### config.mk
export PLATFORM = sky130hd
export DESIGN_NAME = sdcg_back
export DESIGN_NICKNAME = d
export VERILOG_FILES = /design/src/rtl/core/sdcg_pkg.sv /design/src/rtl/core/sdcg_back.sv
export SDC_FILE = /design/constraint.sdc
export NUM_CORES = 1
export LEC_CHECK = 0
export BUFFER_PORTS_ARGS = -buffer_cell sky130_fd_sc_hd__buf_2
export CAP_MARGIN = 5
export CELL_PAD_IN_SITES_DETAIL_PLACEMENT = 1
export CELL_PAD_IN_SITES_GLOBAL_PLACEMENT = 2
export CORE_MARGIN = 1.5
export CORE_UTILIZATION = 30
export CTS_CLUSTER_DIAMETER = 50
export CTS_CLUSTER_SIZE = 10
export DETAILED_ROUTE_END_ITERATION = 8
export PLACE_DENSITY = 0.71
export SLEW_MARGIN = 20
export SYNTH_ARGS = -nofsm -noshare
export SYNTH_HDL_FRONTEND = slang
export SYNTH_SLANG_ARGS = --single-unit
export TNS_END_PERCENT = 30
### constraint.sdc
create_clock -name i_clk -period 4.8 [get_ports i_clk]
set_input_delay 0.96 -clock i_clk [delete_from_list [all_inputs] [get_ports i_clk]]
set_output_delay 0.96 -clock i_clk [all_outputs]
set_load 0.01 [all_outputs]
### src/rtl/core/sdcg_pkg.sv
// sdcg_pkg: shared types and constants of the six-digit change grouper
// no dependencies; imported by sdcg_front, sdcg_back and six_digit_change_grouper_top
`default_nettype none

package sdcg_pkg;

    localparam int VALUE_W     = 20;
    localparam int DIGIT_W     = 4;
    localparam int MAX_DRIVEN  = 6;
    localparam int MASK_W      = MAX_DRIVEN;
    localparam int IDX_W       = 3;

    localparam logic [DIGIT_W-1:0] DIGIT_BASE    = 4'd10;
    localparam logic [DIGIT_W-1:0] DIGIT_MAX     = DIGIT_BASE - 4'd1;
    localparam logic [DIGIT_W-1:0] UNKNOWN_DIGIT = 4'hF;

    // divide by ten as multiply by ceil(2^23 / 10), exact for all 20-bit values
    localparam int RECIP_SHIFT = 23;
    localparam logic [VALUE_W-1:0] RECIP = 20'hCCCCD;
    localparam int PROD_W = 2 * VALUE_W;
    localparam int QUOT_W = PROD_W - RECIP_SHIFT;

    localparam logic CMD_SHOW   = 1'b0;
    localparam logic CMD_FORGET = 1'b1;

    typedef logic [MAX_DRIVEN-1:0][DIGIT_W-1:0] t_digits;

    typedef struct packed {
        logic    forget;
        t_digits digits;
    } t_job;

    typedef struct packed {
        logic [DIGIT_W-1:0] digit;
        logic [MASK_W-1:0]  mask;
        logic               last;
    } t_update;

    typedef enum logic [1:0] {
        FR_IDLE,
        FR_SPLIT,
        FR_PUSH
    } t_front_state;

    typedef enum logic [1:0] {
        BK_IDLE,
        BK_SCAN,
        BK_FLUSH
    } t_back_state;

endpackage

`default_nettype wire

### src/rtl/core/sdcg_back.sv
// sdcg_back: scans digit values 0..9 against the shown-digit store, forms updates
// depends on sdcg_pkg
`default_nettype none

module sdcg_back (
    input  wire logic              i_clk,
    input  wire logic              i_rst_n,
    input  wire logic              i_job_empty,
    input  wire sdcg_pkg::t_job    i_job,
    output logic                   o_job_pop,
    input  wire logic              i_res_full,
    output logic                   o_res_push,
    output sdcg_pkg::t_update      o_res
);

    import sdcg_pkg::*;

    t_back_state           r_state;
    t_back_state           n_state;
    t_digits               r_shown;
    t_digits               r_digits;
    logic [DIGIT_W-1:0]    r_d;
    logic                  r_pend_valid;
    logic [DIGIT_W-1:0]    r_pend_digit;
    logic [MASK_W-1:0]     r_pend_mask;
    logic [MASK_W-1:0]     mask;
    logic                  step;

    always_comb begin
        for (int n = 0; n < MAX_DRIVEN; n++) begin
            mask[n] = (r_digits[n] == r_d) && (r_shown[n] != r_d);
        end
    end

    always_ff @(posedge i_clk) begin
        if (!i_rst_n) begin
            r_state <= BK_IDLE;
        end else begin
            r_state <= n_state;
        end
    end

    // the held update goes out once a later one appears, or flagged last at the end
    always_comb begin
        n_state    = r_state;
        o_job_pop  = 1'b0;
        o_res_push = 1'b0;
        step       = 1'b0;
        o_res      = '{digit: r_pend_digit, mask: r_pend_mask, last: 1'b0};
        case (r_state)
            BK_IDLE: begin
                if (!i_job_empty) begin
                    o_job_pop = 1'b1;
                    if (!i_job.forget) begin
                        n_state = BK_SCAN;
                    end
                end
            end
            BK_SCAN: begin
                if (!((mask != '0) && r_pend_valid && i_res_full)) begin
                    step       = 1'b1;
                    o_res_push = (mask != '0) && r_pend_valid;
                    if (r_d == DIGIT_MAX) begin
                        n_state = BK_FLUSH;
                    end
                end
            end
            BK_FLUSH: begin
                if (!r_pend_valid) begin
                    n_state = BK_IDLE;
                end else if (!i_res_full) begin
                    o_res_push = 1'b1;
                    o_res.last = 1'b1;
                    n_state    = BK_IDLE;
                end
            end
            default: begin
                n_state = BK_IDLE;
            end
        endcase
    end

    always_ff @(posedge i_clk) begin
        if (!i_rst_n) begin
            r_shown      <= {MAX_DRIVEN{UNKNOWN_DIGIT}};
            r_pend_valid <= 1'b0;
        end else begin
            if (o_job_pop && i_job.forget) begin
                r_shown <= {MAX_DRIVEN{UNKNOWN_DIGIT}};
            end
            if (step && (mask != '0)) begin
                for (int n = 0; n < MAX_DRIVEN; n++) begin
                    if (mask[n]) begin
                        r_shown[n] <= r_d;
                    end
                end
                r_pend_valid <= 1'b1;
            end else if ((r_state == BK_FLUSH) && (n_state == BK_IDLE)) begin
                r_pend_valid <= 1'b0;
            end
        end
    end

    always_ff @(posedge i_clk) begin
        if (o_job_pop) begin
            r_digits <= i_job.digits;
            r_d      <= '0;
        end else if (step) begin
            r_d <= r_d + DIGIT_W'(1);
            if (mask != '0) begin
                r_pend_digit <= r_d;
                r_pend_mask  <= mask;
            end
        end
    end

endmodule

`default_nettype wire

* Yosys cells after proc, flatten, opt, wreduce, memory -nomap -nowiden
Cells that the tools add are included.
Operators by class: bitwise gates (word level) 1, multiplexer cells 26, equality and inequality tests 15, divide/modulo/power cells 0, reduce and logical (&&, ||, !) cells 16, shift operators 0, add/sub/neg operators 1, $mul 0, $lt $le $gt $ge 0
Operators with widths (count):
- two-way mux 24 bit | 2
- equality test 4 bit | 6
- two-way mux 4 bit | 6
- inequality test 4 bit | 6
- two-way mux 2 bit | 6
- logical AND 1 bit | 11
- two-way mux 1 bit | 10
- case mux 2 bit (3 select lines) | 1
- nonzero test 6 bit | 1
- adder 4 x 1 -> 4 bit, second input constant | 1
- equality test 4 bit, second input constant | 1
- zero test 2 bit | 2
- AND reduction 3 bit | 1
- equality test 2 x 1 -> 1 bit, second input constant | 1
- equality test 2 bit, second input constant | 1
- case mux 1 bit (2 select lines) | 1
- nonzero test 2 bit | 1
- NOT 1 bit | 1
Storage, ports and cells: memory bits (writable) 0, memories kept 0, bits in latches 0, ROM bits 0, logic and storage cells 76, input port bits 29, register bits 65

* Longest topological paths before layout
depth after elaboration 11, mapped depth 10, depth with buffers taken out 8

* Least setup slack after synthesis
Ideal clock, no wire load.
path kind input to register, from input i_job_empty, to register r_shown[10] (netlist name), path buffers 3, data arrival time 2.871 ns, required time 4.726 ns, path slack 1.854 ns, stages 7, cell sequence nor2b_1 clkbuf_1 and2_1 clkbuf_1 clkbuf_1 a211oi_1 o21ai_0
Between the ends: word-level cells in the longest chain between the ends 6
RTL lines:
- from (decl) | line sdcg_back.sv:8 | input wire logic i_job_empty,
- two-way mux 1 bit * | line sdcg_back.sv:52 | if (!i_job_empty) begin
- two-way mux 1 bit * | line sdcg_back.sv:50 | case (r_state)
- via o_job_pop | line sdcg_back.sv:10 | output logic o_job_pop,
- logical AND 1 bit * | line sdcg_back.sv:88 | if (o_job_pop && i_job.forget) begin
- two-way mux 24 bit * | line sdcg_back.sv:88
- two-way mux 4 bit | line sdcg_back.sv:93 | if (mask[n]) begin
- two-way mux 24 bit * | line sdcg_back.sv:91 | if (step && (mask != '0)) begin
- to (signal assigned) | line sdcg_back.sv:85 | r_shown <= {MAX_DRIVEN{UNKNOWN_DIGIT}};
- to (signal assigned) | line sdcg_back.sv:89 | r_shown <= {MAX_DRIVEN{UNKNOWN_DIGIT}};
- to (signal, indexed assignment) | line sdcg_back.sv:94 | r_shown[n] <= r_d;
- to (decl) | line sdcg_back.sv:20 | t_digits r_shown;
The timed path passes the listed nets; every way through them passes the cells marked *. A chain may end at the register's enable or synchronous reset.

* Worst setup path in the final report
from register r_d[3], to output o_res_push
Between the ends: word-level cells in the longest chain between the ends 7, elaborated cells between the ends (all ways) 23
RTL lines:
- from (decl) | line sdcg_back.sv:22 | logic [DIGIT_W-1:0] r_d;
- from (signal assigned) | line sdcg_back.sv:109 | r_d <= r_d + DIGIT_W'(1);
- equality test 4 bit / inequality test 4 bit (equally long branches) | line sdcg_back.sv:31 | mask[n] = (r_digits[n] == r_d) && (r_shown[n] != r_d);
- logical AND 1 bit | line sdcg_back.sv:31
- nonzero test 6 bit * | line sdcg_back.sv:60, sdcg_back.sv:62
- logical AND 1 bit * | line sdcg_back.sv:60, sdcg_back.sv:62
- logical AND 1 bit | line sdcg_back.sv:60 | if (!((mask != '0) && r_pend_valid && i_res_full)) begin
- two-way mux 1 bit * | line sdcg_back.sv:60
- case mux 1 bit (2 select lines) * | line sdcg_back.sv:50
- to (decl) | line sdcg_back.sv:12 | output logic o_res_push,
Mark *: on every way between the ends. The rest lies on a longest branch, timed or not.

==> flow_metrics.tcl <==
set metrics [dict create \
    status "completed" \
    cts_buffer_depth 2 \
    hold_path_class "flip-flop to flip-flop" \
    max_slew.worst_pin.slew_ns 1.03 \
    layout.cells.non_filler 471 \
    cp_max_fo 12 \
    die_w_um 106 \
    ys_types 37 \
    dpl.hpwl_um 5420 \
    reg2reg_setup_slack_ns 1.96 \
    crit_arrival_ns 2.75 \
    grt-ovfl-total 0 \
    cts_hold_buf 0 \
    clock-sinks 65 \
    die_y_um 106 \
    cts_resized 0 \
    routabilityCongestion 0.828 \
    drv_cap 0 \
    grt_max_degree 31 \
    reg2reg_from "r_d[3]$_SDFFE_PP0P_" \
    final_cell_area_sq_um 3650 \
    end_kind "output pin" \
    synth_cells 291 \
    hold_end "r_shown[18]$_SDFF_PN1_" \
    period_needed_ns 3.71 \
    grt_pass1_wl_um 13100 \
    routed-via-count 2315 \
    slew_violations 0 \
    cp.required_ns 3.84 \
    worst_hold_slack_ns 0.548 \
    syn2layout_area_growth_pct 14.8 \
    cts_root_buf "clkbuf_8" \
    hold_viol_final 0 \
    drt_iter0_drc 113 \
    grt_usage 0.153 \
    r2r_cells 7 \
    drive_above_1_share 0.203 \
    die_area_sq_um 11200 \
    synth_nets 326 \
    antenna_found_initial 0 \
    dr.pass1.iters 4 \
    finalNetCount 365 \
    start_util 0.308 \
    viasPerCell 4.92 \
    post_cts_buffers 0 \
    numPortBuffers 41 \
    seq_area_frac_synth 0.516 \
    ant_nets 0 \
    cts_tree "yes" \
    postSynthAreaPerCell_sq_um 10.9 \
    wirelength_um 7840 \
    powerDensity_nw_per_um2 322 \
    wire_per_inst_um 16.7 \
    grt_pass1_vias 2512 \
    power_leakage_nw 1.33 \
    final_core_util 0.354 \
    num_rows 37 \
    synth_area_sq_um 3180 \
    core_area_sq_um 10300 \
    clk_pin_slew_ns 0.06 \
    ir_drop_mv 0.179 \
    r2r-end "r_pend_valid$_SDFFE_PN0P_" \
    route.detailed.drc 0 \
    ys.warnings.count 0 \
    cts_made_buffers 9 \
    hold_path_depth 2 \
    max_freq_mhz 270 \
    placed_area_sq_um 3490 \
    rsz0062_at_grt "false" \
    cp-start-kind "flip-flop" \
    relSlewSlack 0.312 \
    period_share 0.772 \
    ys_ff_latch 65 \
    setup_violations 0 \
    htreeDepth 3 \
    dp_cells 455 \
    timing.setup.tns_ns 0 \
    diodes 0 \
    fin_worst_skew_ns 0.0111 \
    insertion_delay_ns 0.35 \
    hp-start "r_shown[18]$_SDFF_PN1_" \
    pin_count 42 \
    critPathKind "flip-flop to output pin" \
]
[metrics by stage]
step / setup slack [ns] / total power, mW
3_3_place_gp: 1.38 / 0.786
3_5_place_dp: 1.26 / 0.790
2_1_floorplan: 1.85 / 0.743
4_1_cts: 0.866 / 1.19
6_report: 1.09 / 1.18
5_1_grt: 0.864 / 1.23
[power breakdown]
group / switching (mW) / internal, mW / total (mW) / leakage (nW)
Sequential: 0.0213 / 0.613 / 0.634 / 0.574
Combinational: 0.0890 / 0.0524 / 0.141 / 0.679
Clock: 0.205 / 0.197 / 0.401 / 0.0791
Total: 0.315 / 0.862 / 1.18 / 1.33
[cell usage after synthesis]
library cell   n  area share
o22ai_1        3      0.0059
or3_1          2      0.0039
a21oi_1        8       0.013
o21ai_0       27       0.042
buf_4          1      0.0024
o22a_1         2      0.0055
inv_1          7      0.0083
ha_1           6       0.024
and2_1         1      0.0020
buf_6          6       0.021
nor4_4         4       0.027
o211ai_1       2      0.0047
a211oi_1      23       0.054
o22a_2         1      0.0031
a31oi_4        1      0.0067
and3b_1        1      0.0028
clkbuf_1      11       0.013
o311ai_0       1      0.0028
nor4bb_1       1      0.0031
nand4_1        8       0.016
nand2_1       11       0.013
dfxtp_1       31        0.19
or4_1          3      0.0071
o31ai_1        2      0.0047
a22oi_1        1      0.0024
nand3_1        6      0.0094
nor4_1         2      0.0039
nor2b_1        1      0.0020
edfxtp_1      34        0.32
xnor2_1       24       0.066
buf_2          1      0.0016
a31oi_1        1      0.0020
xor2_1        24       0.066
nor2_1        31       0.037
a21o_1         1      0.0024
nand2b_1       1      0.0020
a311oi_2       1      0.0047
[sequential cells by signal, indices dropped and copies added, names as in the netlist]
name          count
r_d               4
r_digits         24
r_pend_digit      4
r_pend_mask       6
r_pend_valid      1
r_shown          24
r_state           2
[area by class of cell]
class	count	area [sq um]
tap	136	170
fill	1167	6670
inverter	7	26.3
clock inverter	4	18.8
timing repair buffer	47	250
clock buffer	12	145
multi-input combinational	200	1400
sequential	65	1640
[layer usage]
metal | share of wire | track usage | vias to the layer above | routed length [um]
met4 | 0.021 | 0.0734 | 0 | 168
met5 | 0 | 0 | - | 0
met1 | 0.47 | 0.191 | 1133 | 3690
met2 | 0.48 | 0.252 | 33 | 3780
li1 | - | - | 1135 | -
met3 | 0.027 | 0.0331 | 14 | 209
[cells in the final DEF, fill, tap and decap left out, drive strengths merged, types with 2 or more instances in the layout]
cell type / Yosys / layout
buf: 8 / 47
edfxtp: 34 / 34
nor2: 31 / 31
dfxtp: 31 / 31
o21ai: 27 / 27
xnor2: 24 / 24
xor2: 24 / 24
a211oi: 23 / 23
clkbuf: 11 / 12
nand2: 11 / 11
nand4: 8 / 8
a21oi: 8 / 8
inv: 7 / 7
nand3: 6 / 6
ha: 6 / 6
nor4: 6 / 6
o22ai: 3 / 3
or4: 3 / 3
clkinv: 0 / 3
o22a: 3 / 3
o211ai: 2 / 2
o31ai: 2 / 2
or3: 2 / 2
a31oi: 2 / 2
[worst max path at each step]
stage                              startpoint                endpoint  slack (ns)
final                     r_d[3]$_SDFFE_PP0P_              o_res_push        1.09
after global routing      r_d[3]$_SDFFE_PP0P_              o_res_push        0.86
after CTS                 r_d[1]$_SDFFE_PP0P_              o_res_push        0.87
after detailed placement  r_d[1]$_SDFFE_PP0P_              o_res_push        1.26
after global placement    r_d[1]$_SDFFE_PP0P_              o_res_push        1.38
after floorplan                   i_job_empty  r_shown[10]$_SDFF_PN1_        1.85
[critical path, cell delays in order (launching register included)]
cell,delay [ns]
dfxtp_1,0.68
buf_4,0.34
xor2_1,0.10
nor4_1,0.45
o22a_1,0.27
nand3_1,0.17
a21oi_1,0.18
nor4bb_1,0.06
buf_2,0.13
[kinds of logic after synthesis]
kind of cell	count (synthesis)	share of synthesized area
buffers and inverters	26	0.0464
DFF	65	0.516
and+or+nand+nor	72	0.128
AOI/OAI and AO/OA	74	0.154
xor gates and xnor gates	48	0.132
adders and majority gates	6	0.0236
Note: power is estimated with default switching activity, not from simulation.
