$ cat src/rtl/core/sdcg_fifo.sv
// sdcg_fifo: small register queue with first-word-fall-through read
// no dependencies
`default_nettype none

module sdcg_fifo #(
    parameter int WIDTH = 8,
    parameter int DEPTH = 2
) (
    input  wire logic             i_clk,
    input  wire logic             i_rst_n,
    input  wire logic             i_push,
    input  wire logic [WIDTH-1:0] i_data,
    output logic                  o_full,
    input  wire logic             i_pop,
    output logic      [WIDTH-1:0] o_data,
    output logic                  o_empty
);

    localparam int PTR_W = (DEPTH > 1) ? $clog2(DEPTH) : 1;
    localparam int CNT_W = $clog2(DEPTH + 1);
    localparam logic [PTR_W-1:0] LAST_PTR = PTR_W'(DEPTH - 1);

    logic [WIDTH-1:0] r_mem [DEPTH];
    logic [PTR_W-1:0] r_wr;
    logic [PTR_W-1:0] r_rd;
    logic [CNT_W-1:0] r_cnt;
    logic             do_push;
    logic             do_pop;

    assign o_full  = (r_cnt == CNT_W'(DEPTH));
    assign o_empty = (r_cnt == '0);
    assign o_data  = r_mem[r_rd];
    assign do_push = i_push && !o_full;
    assign do_pop  = i_pop && !o_empty;

    always_ff @(posedge i_clk) begin
        if (!i_rst_n) begin
            r_wr  <= '0;
            r_rd  <= '0;
            r_cnt <= '0;
        end else begin
            if (do_push) begin
                r_wr <= (r_wr == LAST_PTR) ? '0 : r_wr + PTR_W'(1);
            end
            if (do_pop) begin
                r_rd <= (r_rd == LAST_PTR) ? '0 : r_rd + PTR_W'(1);
            end
            if (do_push && !do_pop) begin
                r_cnt <= r_cnt + CNT_W'(1);
            end else if (do_pop && !do_push) begin
                r_cnt <= r_cnt - CNT_W'(1);
            end
        end
    end

    always_ff @(posedge i_clk) begin
        if (do_push) begin
            r_mem[r_wr] <= i_data;
        end
    end

endmodule

`default_nettype wire

$ cat config.mk
export PLATFORM = sky130hd
export DESIGN_NAME = sdcg_fifo
export DESIGN_NICKNAME = d
export VERILOG_FILES = /design/src/rtl/core/sdcg_fifo.sv
export SDC_FILE = /design/constraint.sdc
export NUM_CORES = 1
export LEC_CHECK = 0
export ABC_AREA = 1
export BUFFER_PORTS_ARGS = -buffer_cell sky130_fd_sc_hd__clkbuf_2
export CORE_MARGIN = 2
export CORE_UTILIZATION = 53
export DETAILED_ROUTE_END_ITERATION = 16
export PLACE_DENSITY = 0.8
export SLEW_MARGIN = 10
export SYNTH_ARGS = -nofsm -noshare
export SYNTH_HDL_FRONTEND = slang
export SYNTH_SLANG_ARGS = --single-unit
$ cat constraint.sdc
create_clock -name i_clk -period 1.9 [get_ports i_clk]
set_input_delay 0.285 -clock i_clk [delete_from_list [all_inputs] [get_ports i_clk]]
set_output_delay 0.285 -clock i_clk [all_outputs]
set_load 0.05 [all_outputs]
Word-level counts from Yosys, hierarchy flattened

Memories as Yosys holds them, arrays and structs flattened. A register that Yosys moved wholly into a read port is not among the register bits.
Index checks and enable logic that the tools add are counted.

Eq/ne operators: 1
Mux-type cells: 8
Reduce and logical (&&, ||, !) cells: 10
Add/sub/neg operators: 4

Operators by type and width:

| cell                  | number |
|---|---|
| $mux W1               | 6 |
| $logic_and A1 B1 Y1   | 4 |
| $logic_not A1 Y1      | 4 |
| $mux W2               | 2 |
| $add A1 B1 Y1 const B | 2 |
| $add A2 B1 Y2 const B | 1 |
| $eq A2 B2 Y1 const B  | 1 |
| $logic_not A2 Y1      | 1 |
| $reduce_bool A2 Y1    | 1 |
| $sub A2 B1 Y2 const B | 1 |

RAM bits: 16
Memories kept: 1
Bits in registers: 4

Memories:

| name  | words | bits a word | read ports | clocked after Yosys merged registers in | wr ports | line | RTL |
|---|---|---|---|---|---|---|---|
| r_mem | 2     | 8           | 1          | 1                                       | 1        | 23   | `logic [WIDTH-1:0] r_mem [DEPTH];` |

Logic depth before layout (Yosys ltp)

Gate-level depths: netlist of the first run.

Word-level depth: 7
Gate-level depth with buffers: 10

Worst setup path before layout of the first run

No wires, ideal clock.

Path kind: reg-to-reg
From: register r_cnt[0]
To: register r_cnt[1]
Data arrival time: 1.743 ns
Path slack: 0.093 ns
Cell stages (with the launch flop): 10
Library setup time: 0.064 ns
Required time: 1.836 ns
Path through: dfxtp_1 nor2_1 nor2_2 inv_1 ha_1 inv_1 nand3_1 nand2_1 inv_1 nor2_1

Word-level cells in the longest chain between the ends: 6
Elaborated cells on any way between the ends: 15
Classes of those cells: 2 x add/sub; 1 x eq/ne; 2 x mux; 10 x reduce/logical

RTL lines:

| element                                              | line | RTL |
|---|---|---|
| start, declared                                      | 26   | `logic [CNT_W-1:0] r_cnt;` |
| start signal, assigned                               | 49   | `r_cnt <= r_cnt + CNT_W'(1);` |
| start signal, assigned                               | 51   | `r_cnt <= r_cnt - CNT_W'(1);` |
| $logic_not A2 Y1 *                                   | 31   | `assign o_empty = (r_cnt == '0);` |
| via o_empty                                          | 16   | `output logic o_empty` |
| $logic_not A1 Y1 *                                   | 34   | `assign do_pop = i_pop && !o_empty;` |
| $logic_and A1 B1 Y1 *                                | 34   |  |
| $logic_not A1 Y1                                     | 48   | `if (do_push && !do_pop) begin` |
| $logic_and A1 B1 Y1                                  | 48   |  |
| $mux W2 / $reduce_bool A2 Y1 (equally long branches) | --   |  |

Mark *: on every way through the listed nets, which the timed path passes. The rest lies on a longest branch. The select of a mux whose other input is x is not followed.
A chain may end at the register's enable or synchronous reset.

==> parameters.txt, run 1 <==
Parameter                              Value

Run status
  Result of the run    finished clean

Clock tree
  Clock Path Buffers    2
  Clock tree from TritonCTS    built
  Reg clk slew, reported paths    110 ps
  CTS H-Tree Depth    1
  Root buffer selected by CTS    sky130_fd_sc_hd__clkbuf_4
  Cts-stage hold buffer count    0
  Total CTS buffers    3
  CTS-repair resized insts    0
  Clock Latency Late Sink    290 ps
  CTS Sinks    21
  Post-CTS setup buffer count    0

Synthesis
  Post-synthesis cell type count    15
  Top cells by instance count after synthesis    sky130_fd_sc_hd__edfxtp_1 (16), sky130_fd_sc_hd__nor2_1 (10), sky130_fd_sc_hd__inv_1 (8), sky130_fd_sc_hd__mux2_2 (8), sky130_fd_sc_hd__nand2_1 (6)
  Async SR Flop Fraction    0%
  Most repeated cell in the gate-level netlist after synthesis    sky130_fd_sc_hd__edfxtp_1
  Post-synthesis instance total    63
  Biggest area contributors in the synthesized netlist    sky130_fd_sc_hd__edfxtp_1 (58%), sky130_fd_sc_hd__dfxtp_1 (12%), sky130_fd_sc_hd__mux2_2 (11%)
  Area share of the largest cell type after synthesis    58.4%
  Mean cell area of the mapped netlist    13.1 um2
  Post-Syn Area    823 um2
  Post-synth net total    76
  Library cell with the largest summed area after synthesis    sky130_fd_sc_hd__edfxtp_1
  Number of synthesis warnings    0
  Post-synth EDFFs    16
  Synth Register Bits    21
  Most common flop cell mapped by yosys    sky130_fd_sc_hd__edfxtp_1
  Portion of the post-synthesis area used by sequential elements    70.5%

STA
  Number of failing hold endpoints at the final stage    0
  Maximum clock frequency    580 MHz
  Pin slew with the least headroom to its limit    337 ps
  Fin. max-slew vios    0
  Setup violation total in the final timing report    0
  Minimum hold slack    176 ps
  Post-Route Skew    3.59 ps
  Setup repair after global routing missed its margin    no
  Final critical-path share of the clock period    90.8%
  Sum of negative setup slack    0 ps
  Max_slew headroom    77.5%
  Fin crit period    1730 ps

Routing
  Router iterations before antenna repair    4
  Average wire per cell in the routed design    11.9 um
  Remaining design rule violation count    0
  Post-DR vias/cell    5.02
  Count of vias placed by the detailed router    527
  Post-route ant nets    0
  Number of DRC markers after the initial detailed-route iteration    14
  Wire length after detailed routing    1250 um

Global routing
  Number of antenna violations at the first check in global routing    0
  Maximum number of pins on one net before global-route repair    12
  Met3 Track Usage GR    3.75%
  Busiest grt layer    met2
  Aggregate global-route resource usage    15.3%
  Met2 usage    29.0%
  Congestion Overflow GR    0
  Global Route met1 Usage    14.4%
  Global-route wire length before repair    2010 um
  Vias in the first global route    531

Setup path
  Largest fanout on the critical path    8
  RR Startpoint    r_cnt[1]$_SDFFE_PN0P_
  Kind of critical path    flop to primary output
  Arrival time of the worst setup path    1440 ps
  FF-to-FF End    r_cnt[1]$_SDFFE_PN0P_
  Launching element type of the critical path    flop
  Register-to-Register Path Depth    9
  Required time reported for the critical path endpoint    1620 ps
  Crit. End Element    primary output
  FF-to-FF setup slack    480 ps

Final layout
  Post-layout utilization of the core    66.1%
  Area delta synth->final    19.6%
  # nets final    103
  Fraction of final layout cells with drive strength greater than 1    41.6%
  Design area    985 um2
  Antenna diode count    0

Floorplan
  Cell row count    14
  Effective utilization at floorplan    55.3%
  Die Area    1880 um2
  Horizontal extent of the die    43.4 um
  Die Span Y    43.4 um
  Area of the placeable core    1490 um2
  # IOs    22

Worst hold path
  Hold path startpoint    i_data[7]
  Hold Path Sink    r_mem[1][7]$_DFFE_PP_
  Min-Delay Path Class    primary input to flop
  Cell count of the worst hold path    1

Placement
  Final weighted congestion in routability-driven placement    0.656
  Number of input and output port buffers inserted    21
  Placed wire-length estimate after detailed placement    985 um
  Placed Area    958 um2

Run
  Maximum Capacitance Violations    0

Pwr
  Leakage power    0.422 nW
  Worst supply voltage drop on vdd    1.06 mV
  Power density relative to cell area    1470 nW/um2
  Total power after layout    1.45 mW
==> state kept, by name, indices dropped and copies added (netlist names), named ones only <==
register,flops
r_mem,16
r_cnt,2
r_rd,1
r_wr,1
==> cells by family after synthesis <==
group	count (synthesis)	share of synthesized area (%)
adder cells (fa/ha/maj)	1	1.52
multiplexers	8	10.9
AND/OR/NAND/NOR	19	9.42
AO/OA/AOI/OAI	4	2.89
flip-flops	21	70.5
buffers and inverters	10	4.71
==> worst max path at each step <==
stage / startpoint / endpoint / depth (start not counted)
after CTS: flop / o_data[0] / 2
after global routing: flop / o_data[4] / 2
after detailed placement: flop / o_data[0] / 2
after global placement: flop / o_data[0] / 2
after floorplan: r_cnt[0]$_SDFFE_PN0P_ / r_cnt[1]$_SDFFE_PN0P_ / 9
final: flop / o_data[0] / 2
==> worst max-delay path, cell delays in order, from the launching register on <==
cell and delay (ps):
sky130_fd_sc_hd__dfxtp_1 530, sky130_fd_sc_hd__mux2_2 380, sky130_fd_sc_hd__clkbuf_2 230
==> layout by cell type (no fill, tap or decap), drive strengths merged <==
cell and n:
mux2 8, clkbuf 25, buf 2, o21ai 3, a21oi 1, nand2 6
ha 1, dfxtp 5, edfxtp 16, nor2 11, inv 9, nand4 1
nand3 1
==> layout make-up <==
cell class	count	area [um2]
sequential	21	581
fill	111	504
multi-input combinational	32	204
timing repair buffer	23	120
inverter	9	33.8
clock buffer	4	26.3
tap	16	20.0
==> stage by stage <==
stage / instances / setup slack [ps]
final: 105 / 175
after detailed placement: 101 / 486
after global placement: 101 / 483
after floorplan: 63 / 93.1
after global routing: 105 / 88.1
after CTS: 105 / 150
==> report_power, final <==
group	switching [mW]	total [mW]	internal, mW	leakage (nW)
registers	0.0533	0.639	0.586	0.191
clock network	0.120	0.202	0.0816	0.0150
logic	0.433	0.606	0.173	0.216
==> layer usage <==
| layer | up-vias | routed length, um |
|---|---|---|
| met5 | - | 0 |
| met4 | 0 | 18 |
| met3 | 2 | 53 |
| met2 | 15 | 693 |
| met1 | 243 | 483 |
| li1 | 267 | - |
(Power assumes the default switching activity.)
==> run 2, diff against run 1 <==
--- a/config.mk
+++ b/config.mk
@@ -8,9 +8,9 @@
 export ABC_AREA = 1
 export BUFFER_PORTS_ARGS = -buffer_cell sky130_fd_sc_hd__clkbuf_2
 export CORE_MARGIN = 2
-export CORE_UTILIZATION = 53
+export CORE_UTILIZATION = 44
 export DETAILED_ROUTE_END_ITERATION = 16
-export PLACE_DENSITY = 0.8
+export PLACE_DENSITY = 0.71
 export SLEW_MARGIN = 10
 export SYNTH_ARGS = -nofsm -noshare
 export SYNTH_HDL_FRONTEND = slang
==> constraint.sdc (replaced) <==
create_clock -name i_clk -period 1.5 [get_ports i_clk]
set_input_delay 0.225 -clock i_clk [delete_from_list [all_inputs] [get_ports i_clk]]
set_output_delay 0.225 -clock i_clk [all_outputs]
set_load 0.05 [all_outputs]
==> parameters.txt, run 2 (synthesized netlist as in run 1, its figures left out) <==
Parameter                              Value

Run status
  Result of the run    finished clean

Clock tree
  Clock Path Buffers    2 (unchanged)
  Root buffer selected by CTS    sky130_fd_sc_hd__clkbuf_4
  Reg clk slew, reported paths    120 ps (about the same)
  Clock tree from TritonCTS    built
  Clock Latency Late Sink    300 ps (about the same)
  Total CTS buffers    3 (unchanged)
  CTS H-Tree Depth    1 (unchanged)
  CTS Sinks    21 (unchanged)

Placement
  Final weighted congestion in routability-driven placement    0.694 (+5.8%)
  Placed wire-length estimate after detailed placement    870 um (-12%)
  Number of input and output port buffers inserted    21 (unchanged)
  Post-Place Worst Slack    58.2 ps (-428 ps)

Pwr
  Part of the power in the clock network    12.7% (-1.2 points)
  Fraction of power consumed by sequential logic    39.3% (-4.9 points)
  Switching pwr    0.846 mW (+39%)
  Internal power of the cells    1.28 mW (+52%)
  Logic gate share of total power    48.0% (+6.1 points)
  Leakage power    0.465 nW (+10%)
  Worst supply voltage drop on vdd    0.986 mV (-7.2%)
  Power density relative to cell area    1880 nW/um2 (+28%)
  Net switching fraction of the power    39.9% (-2.1 points)

Floorplan
  Die Span Y    47.3 um (+8.9%)
  Horizontal extent of the die    47.3 um (+8.9%)
  Area of the placeable core    1750 um2 (+17%)
  Die Area    2230 um2 (+18%)
  Cell row count    15 (+1)
  Effective utilization at floorplan    47.2% (-8.1 points)
  # IOs    22 (unchanged)

Final layout
  Commonest non-fill, non-tap cells in the layout    sky130_fd_sc_hd__edfxtp_1 (16), sky130_fd_sc_hd__clkbuf_2 (13), sky130_fd_sc_hd__nor2_1 (9)
  Biggest register    r_mem
  Post-layout utilization of the core    64.7% (-1.4 points)
  Fraction of final layout cells with drive strength greater than 1    48.4% (+6.8 points)
  Area delta synth->final    37.2%
  Antenna diode count    0 (unchanged)
  Top flop regs    r_mem x16, r_cnt x2
  Number of flip-flops in the largest register    16 (unchanged)
  Most common cell after layout, fill and taps aside    sky130_fd_sc_hd__edfxtp_1
  # nets final    105 (+1.9%)

Global routing
  Aggregate global-route resource usage    13.3% (-2.0 points)
  Vias in the first global route    482 (-9.2%)
  Global-route wire length before repair    1900 um (-5.8%)
  Maximum number of pins on one net before global-route repair    12 (unchanged)
  Congestion Overflow GR    0 (unchanged)
  Number of antenna violations at the first check in global routing    0 (unchanged)

STA
  Number of failing hold endpoints at the final stage    0 (unchanged)
  Post-Route Skew    11.8 ps (+8.18 ps)
  Sum of negative setup slack    0 ps (unchanged)
  Worst Setup Slack, final    18.8 ps (-156 ps)
  Fin. max-slew vios    0 (unchanged)
  Fin crit period    1480 ps
  Final critical-path share of the clock period    98.7%
  Pin slew with the least headroom to its limit    275 ps (-61.3 ps)
  Setup repair after global routing missed its margin    yes
  Max_slew headroom    81.7% (+4.2 points)
  Maximum clock frequency    675 MHz
  Setup violation total in the final timing report    0 (unchanged)

Routing
  Number of DRC markers after the initial detailed-route iteration    6 (-8)
  Remaining design rule violation count    0 (unchanged)
  Post-DR vias/cell    4.62 (-7.9%)
  Average wire per cell in the routed design    11.9 um (about the same)
  Wire length after detailed routing    1380 um (+11%)
  Post-route ant nets    0 (unchanged)
  Router iterations before antenna repair    4 (unchanged)
  Count of vias placed by the detailed router    536 (+1.7%)

Setup path
  Crit. End Element    primary output
  Arrival time of the worst setup path    1260 ps (-180 ps)
  Launching element type of the critical path    flop
  Kind of critical path    flop to primary output
  Largest fanout on the critical path    8 (unchanged)
  Required time reported for the critical path endpoint    1270 ps (-350 ps)

Worst hold path
  Min-Delay Path Class    primary input to flop

Run
  Maximum Capacitance Violations    0 (unchanged)
-- run 2: final timing paths --
path | from | cells past startpoint | slack [ps] | endpoint
worst max-delay path | flop | 2 | 20 | o_data[6]
worst min-delay path | i_data[7] | 1 | 100 | r_mem[1][7]$_DFFE_PP_
worst max register to register | r_cnt[1]$_SDFFE_PN0P_ | 10 | 140 | r_cnt[1]$_SDFFE_PN0P_
worst min register to register | r_rd$_SDFFE_PN0P_ | 2 | 520 | flop
-- run 2: layer usage --
layer	wire length (um)	vias up	part of all wire [%]	global-route usage [%]
met5	0	-	0	0
met4	52	0	3.8	11.7
met3	76	6	5.5	3.46
met2	754	17	55	24.3
met1	496	245	36	11.7
li1	-	268	-	-
-- run 2: stage by stage --
step           power (mW)  hold slack (ps)  area, um2  cells
5_1_grt              2.23             92.3       1130    116
3_3_place_gp         1.59              414        977    110
6_report             2.12              104       1130    116
3_5_place_dp         1.61              421        977    110
4_1_cts              1.98              103       1080    114
2_1_floorplan        1.45              324        831     63
-- run 2: area by class of cell --
cell class / count / area, um2
clock buffer: 4 / 26.3
fill: 141 / 616
sequential: 21 / 587
tap: 25 / 31.3
inverter: 9 / 33.8
timing repair buffer: 25 / 228
multi-input combinational: 32 / 224
-- run 2: critical path, stage by stage (launching register included) --
cell                      delay, ps
sky130_fd_sc_hd__dfxtp_4        430
sky130_fd_sc_hd__mux2_2         370
sky130_fd_sc_hd__buf_8          150
-- run 2: power groups by stage --
stage | registers (mW) | logic (mW) | clock network [mW]
floorplan | 0.804 | 0.642 | 0
global placement | 0.831 | 0.764 | 0
CTS | 0.831 | 0.877 | 0.269
detailed placement | 0.840 | 0.770 | 0
finish | 0.835 | 1.02 | 0.269
global route | 0.850 | 1.09 | 0.294
-- run 2: repair_timing --
action | CTS | global route
pin swaps | 0 | 1
hold buffers | 0 | 0
setup endpoints to repair | 8 | 10
setup buffers | 0 | 2
gates resized for setup | 18 | 11
==> run 3, diff against run 2 <==
--- a/config.mk
+++ b/config.mk
@@ -8,9 +8,9 @@
 export ABC_AREA = 1
 export BUFFER_PORTS_ARGS = -buffer_cell sky130_fd_sc_hd__clkbuf_2
 export CORE_MARGIN = 2
-export CORE_UTILIZATION = 44
+export CORE_UTILIZATION = 49
 export DETAILED_ROUTE_END_ITERATION = 16
-export PLACE_DENSITY = 0.71
+export PLACE_DENSITY = 0.75
 export SLEW_MARGIN = 10
 export SYNTH_ARGS = -nofsm -noshare
 export SYNTH_HDL_FRONTEND = slang
==> constraint.sdc (replaced) <==
create_clock -name i_clk -period 1.52 [get_ports i_clk]
set_input_delay 0.228 -clock i_clk [delete_from_list [all_inputs] [get_ports i_clk]]
set_output_delay 0.228 -clock i_clk [all_outputs]
set_load 0.05 [all_outputs]
==> parameters.txt, run 3 (synthesized netlist as in run 1, its figures left out) <==
Parameter                              Value

STA
  Fin crit period    1490 ps
  Fin. max-slew vios    0 (unchanged)
  Pin slew with the least headroom to its limit    278 ps (+2.49 ps)
  Setup repair after global routing missed its margin    yes
  Maximum clock frequency    673 MHz
  Minimum hold slack    105 ps (+0.714 ps)
  Max_slew headroom    81.6% (-0.17 points)
  Setup violation total in the final timing report    0 (unchanged)
  Post-Route Skew    2.53 ps (-9.24 ps)
  Final critical-path share of the clock period    97.7%
  Number of failing hold endpoints at the final stage    0 (unchanged)

Placement
  Final weighted congestion in routability-driven placement    0.799 (+15%)
  Number of input and output port buffers inserted    21 (unchanged)
  Placed Area    981 um2 (+0.38%)
  Placed wire-length estimate after detailed placement    959 um (+10%)

Global routing
  Vias in the first global route    498 (+3.3%)
  Congestion Overflow GR    0 (unchanged)
  Global-route wire length before repair    1970 um (+3.6%)
  Aggregate global-route resource usage    14.8% (+1.5 points)
  Number of antenna violations at the first check in global routing    0 (unchanged)
  Maximum number of pins on one net before global-route repair    13 (+1)

Setup path
  Max stage delay on crit path    430 ps (about the same)
  Arrival time of the worst setup path    1260 ps (about the same)
  Critical path, cell by cell    mux2_2, buf_8
  Launching element type of the critical path    flop
  Crit. End Element    primary output
  Largest fanout on the critical path    8 (unchanged)
  Kind of critical path    flop to primary output
  Required time reported for the critical path endpoint    1290 ps (+20 ps)
  Slowest-stage cell, CP    sky130_fd_sc_hd__dfxtp_4

Clock tree
  CTS Sinks    21 (unchanged)
  Root buffer selected by CTS    sky130_fd_sc_hd__clkbuf_4
  Clock tree from TritonCTS    built
  Total CTS buffers    3 (unchanged)
  Cts-stage hold buffer count    0 (unchanged)
  CTS H-Tree Depth    1 (unchanged)
  Reg clk slew, reported paths    110 ps (about the same)
  Clock Latency Late Sink    300 ps (about the same)
  Clock Path Buffers    2 (unchanged)

Floorplan
  Horizontal extent of the die    45.0 um (-4.8%)
  Area of the placeable core    1540 um2 (-12%)
  Effective utilization at floorplan    53.4% (+6.2 points)
  # IOs    22 (unchanged)
  Cell row count    14 (-1)
  Die Area    2020 um2 (-9.4%)
  Die Span Y    45.0 um (-4.8%)

Routing
  Router iterations before antenna repair    4 (unchanged)
  Remaining design rule violation count    0 (unchanged)
  Number of DRC markers after the initial detailed-route iteration    7 (+1)
  Wire length after detailed routing    1270 um (-8.0%)
  Average wire per cell in the routed design    11.8 um (-1.2%)
  Post-route ant nets    0 (unchanged)
  Post-DR vias/cell    5.08 (+10%)
  Count of vias placed by the detailed router    549 (+2.4%)

Final layout
  Top flop regs    r_mem x16, r_cnt x2
  Most common cell after layout, fill and taps aside    sky130_fd_sc_hd__edfxtp_1
  Fraction of final layout cells with drive strength greater than 1    48.9% (+0.56 points)
  # nets final    106 (+0.95%)
  Design area    1090 um2 (-3.2%)
  Multi-input logic area    219 um2 (-2.2%)
  Area delta synth->final    32.8%
  Commonest non-fill, non-tap cells in the layout    sky130_fd_sc_hd__edfxtp_1 (16), sky130_fd_sc_hd__clkbuf_2 (13), sky130_fd_sc_hd__nor2_1 (9), sky130_fd_sc_hd__inv_1 (8)
  Biggest register    r_mem
  Number of flip-flops in the largest register    16 (unchanged)
  # fillers    111 (-21%)
  Antenna diode count    0 (unchanged)
  Flip-flop and latch area    587 um2 (unchanged)

Run status
  Result of the run    finished clean

Pwr
  Leakage power    0.471 nW (+1.1%)
  Power density relative to cell area    1830 nW/um2 (-2.8%)
  Worst supply voltage drop on vdd    1.06 mV (+7.3%)

Worst hold path
  Min-Delay Path Class    primary input to flop

Run
  Maximum Capacitance Violations    0 (unchanged)
==> run 3: cell count changes in the layout (fill, tap and decap cells not counted), moves of 2 or more <==
cell | previous run | this run
sky130_fd_sc_hd__mux2_2 | 8 | 6
sky130_fd_sc_hd__buf_8 | 8 | 3
sky130_fd_sc_hd__mux2_4 | 0 | 2
sky130_fd_sc_hd__buf_6 | 0 | 4
sky130_fd_sc_hd__buf_4 | 3 | 5
==> run 3: per-stage QoR <==
stage	total power [mW]	utilization [%]	cells	setup WS, ps	setup TNS (ps)
6_report	2.00	70.9	108	34.6	0
3_5_place_dp	1.61	63.6	103	72.8	0
3_3_place_gp	1.59	63.6	103	118	0
5_1_grt	2.11	70.9	108	-8.32	-18.1
2_1_floorplan	1.43	-	63	136	0
4_1_cts	1.94	68.6	107	1.01	0
==> run 3: layout make-up <==
type,count,area share [%]
sequential,21,53.7
multi-input combinational,32,20.0
timing repair buffer,26,18.9
inverter,9,3.09
clock buffer,3,2.06
tap,16,1.83
clock inverter,1,0.458
==> run 3: path summary, 6_finish.rpt <==
path | from | to | slack [ps] | depth (start not counted)
worst max register to register | r_cnt[1]$_SDFFE_PN0P_ | r_cnt[1]$_SDFFE_PN0P_ | 140 | 9
worst min register to register | r_rd$_SDFFE_PN0P_ | flop | 520 | 2
worst min-delay path | i_data[0] | r_mem[0][0]$_DFFE_PP_ | 100 | 1
worst max-delay path | flop | o_data[2] | 30 | 2
==> run 3: critical path, delay by kind of cell, from the launching register on <==
family	cells	cell delay, ps
buffers and inverters	1	150
DFF	1	430
muxes	1	370
==> run 3: power breakdown <==
group | internal (mW) | switching, mW | total [mW]
Sequential | 0.743 | 0.0857 | 0.828
Clock | 0.0983 | 0.161 | 0.260
Combinational | 0.352 | 0.558 | 0.910
Total | 1.19 | 0.805 | 2.00
==> run 3: timing repair <==
action                     in CTS  in global routing
setup endpoints to repair       8                 10
buffers inserted                0                  1
pin swaps                       0                  1
gates resized for setup        14                 15
==> run 3: per-layer routing <==
metal  wire, um  global-route usage [%]  up-vias
met2        652                    24.9       21
met5          0                       0        -
li1           -                       -      272
met4         23                    10.6        0
met3         84                    5.20        3
met1        509                    15.1      253
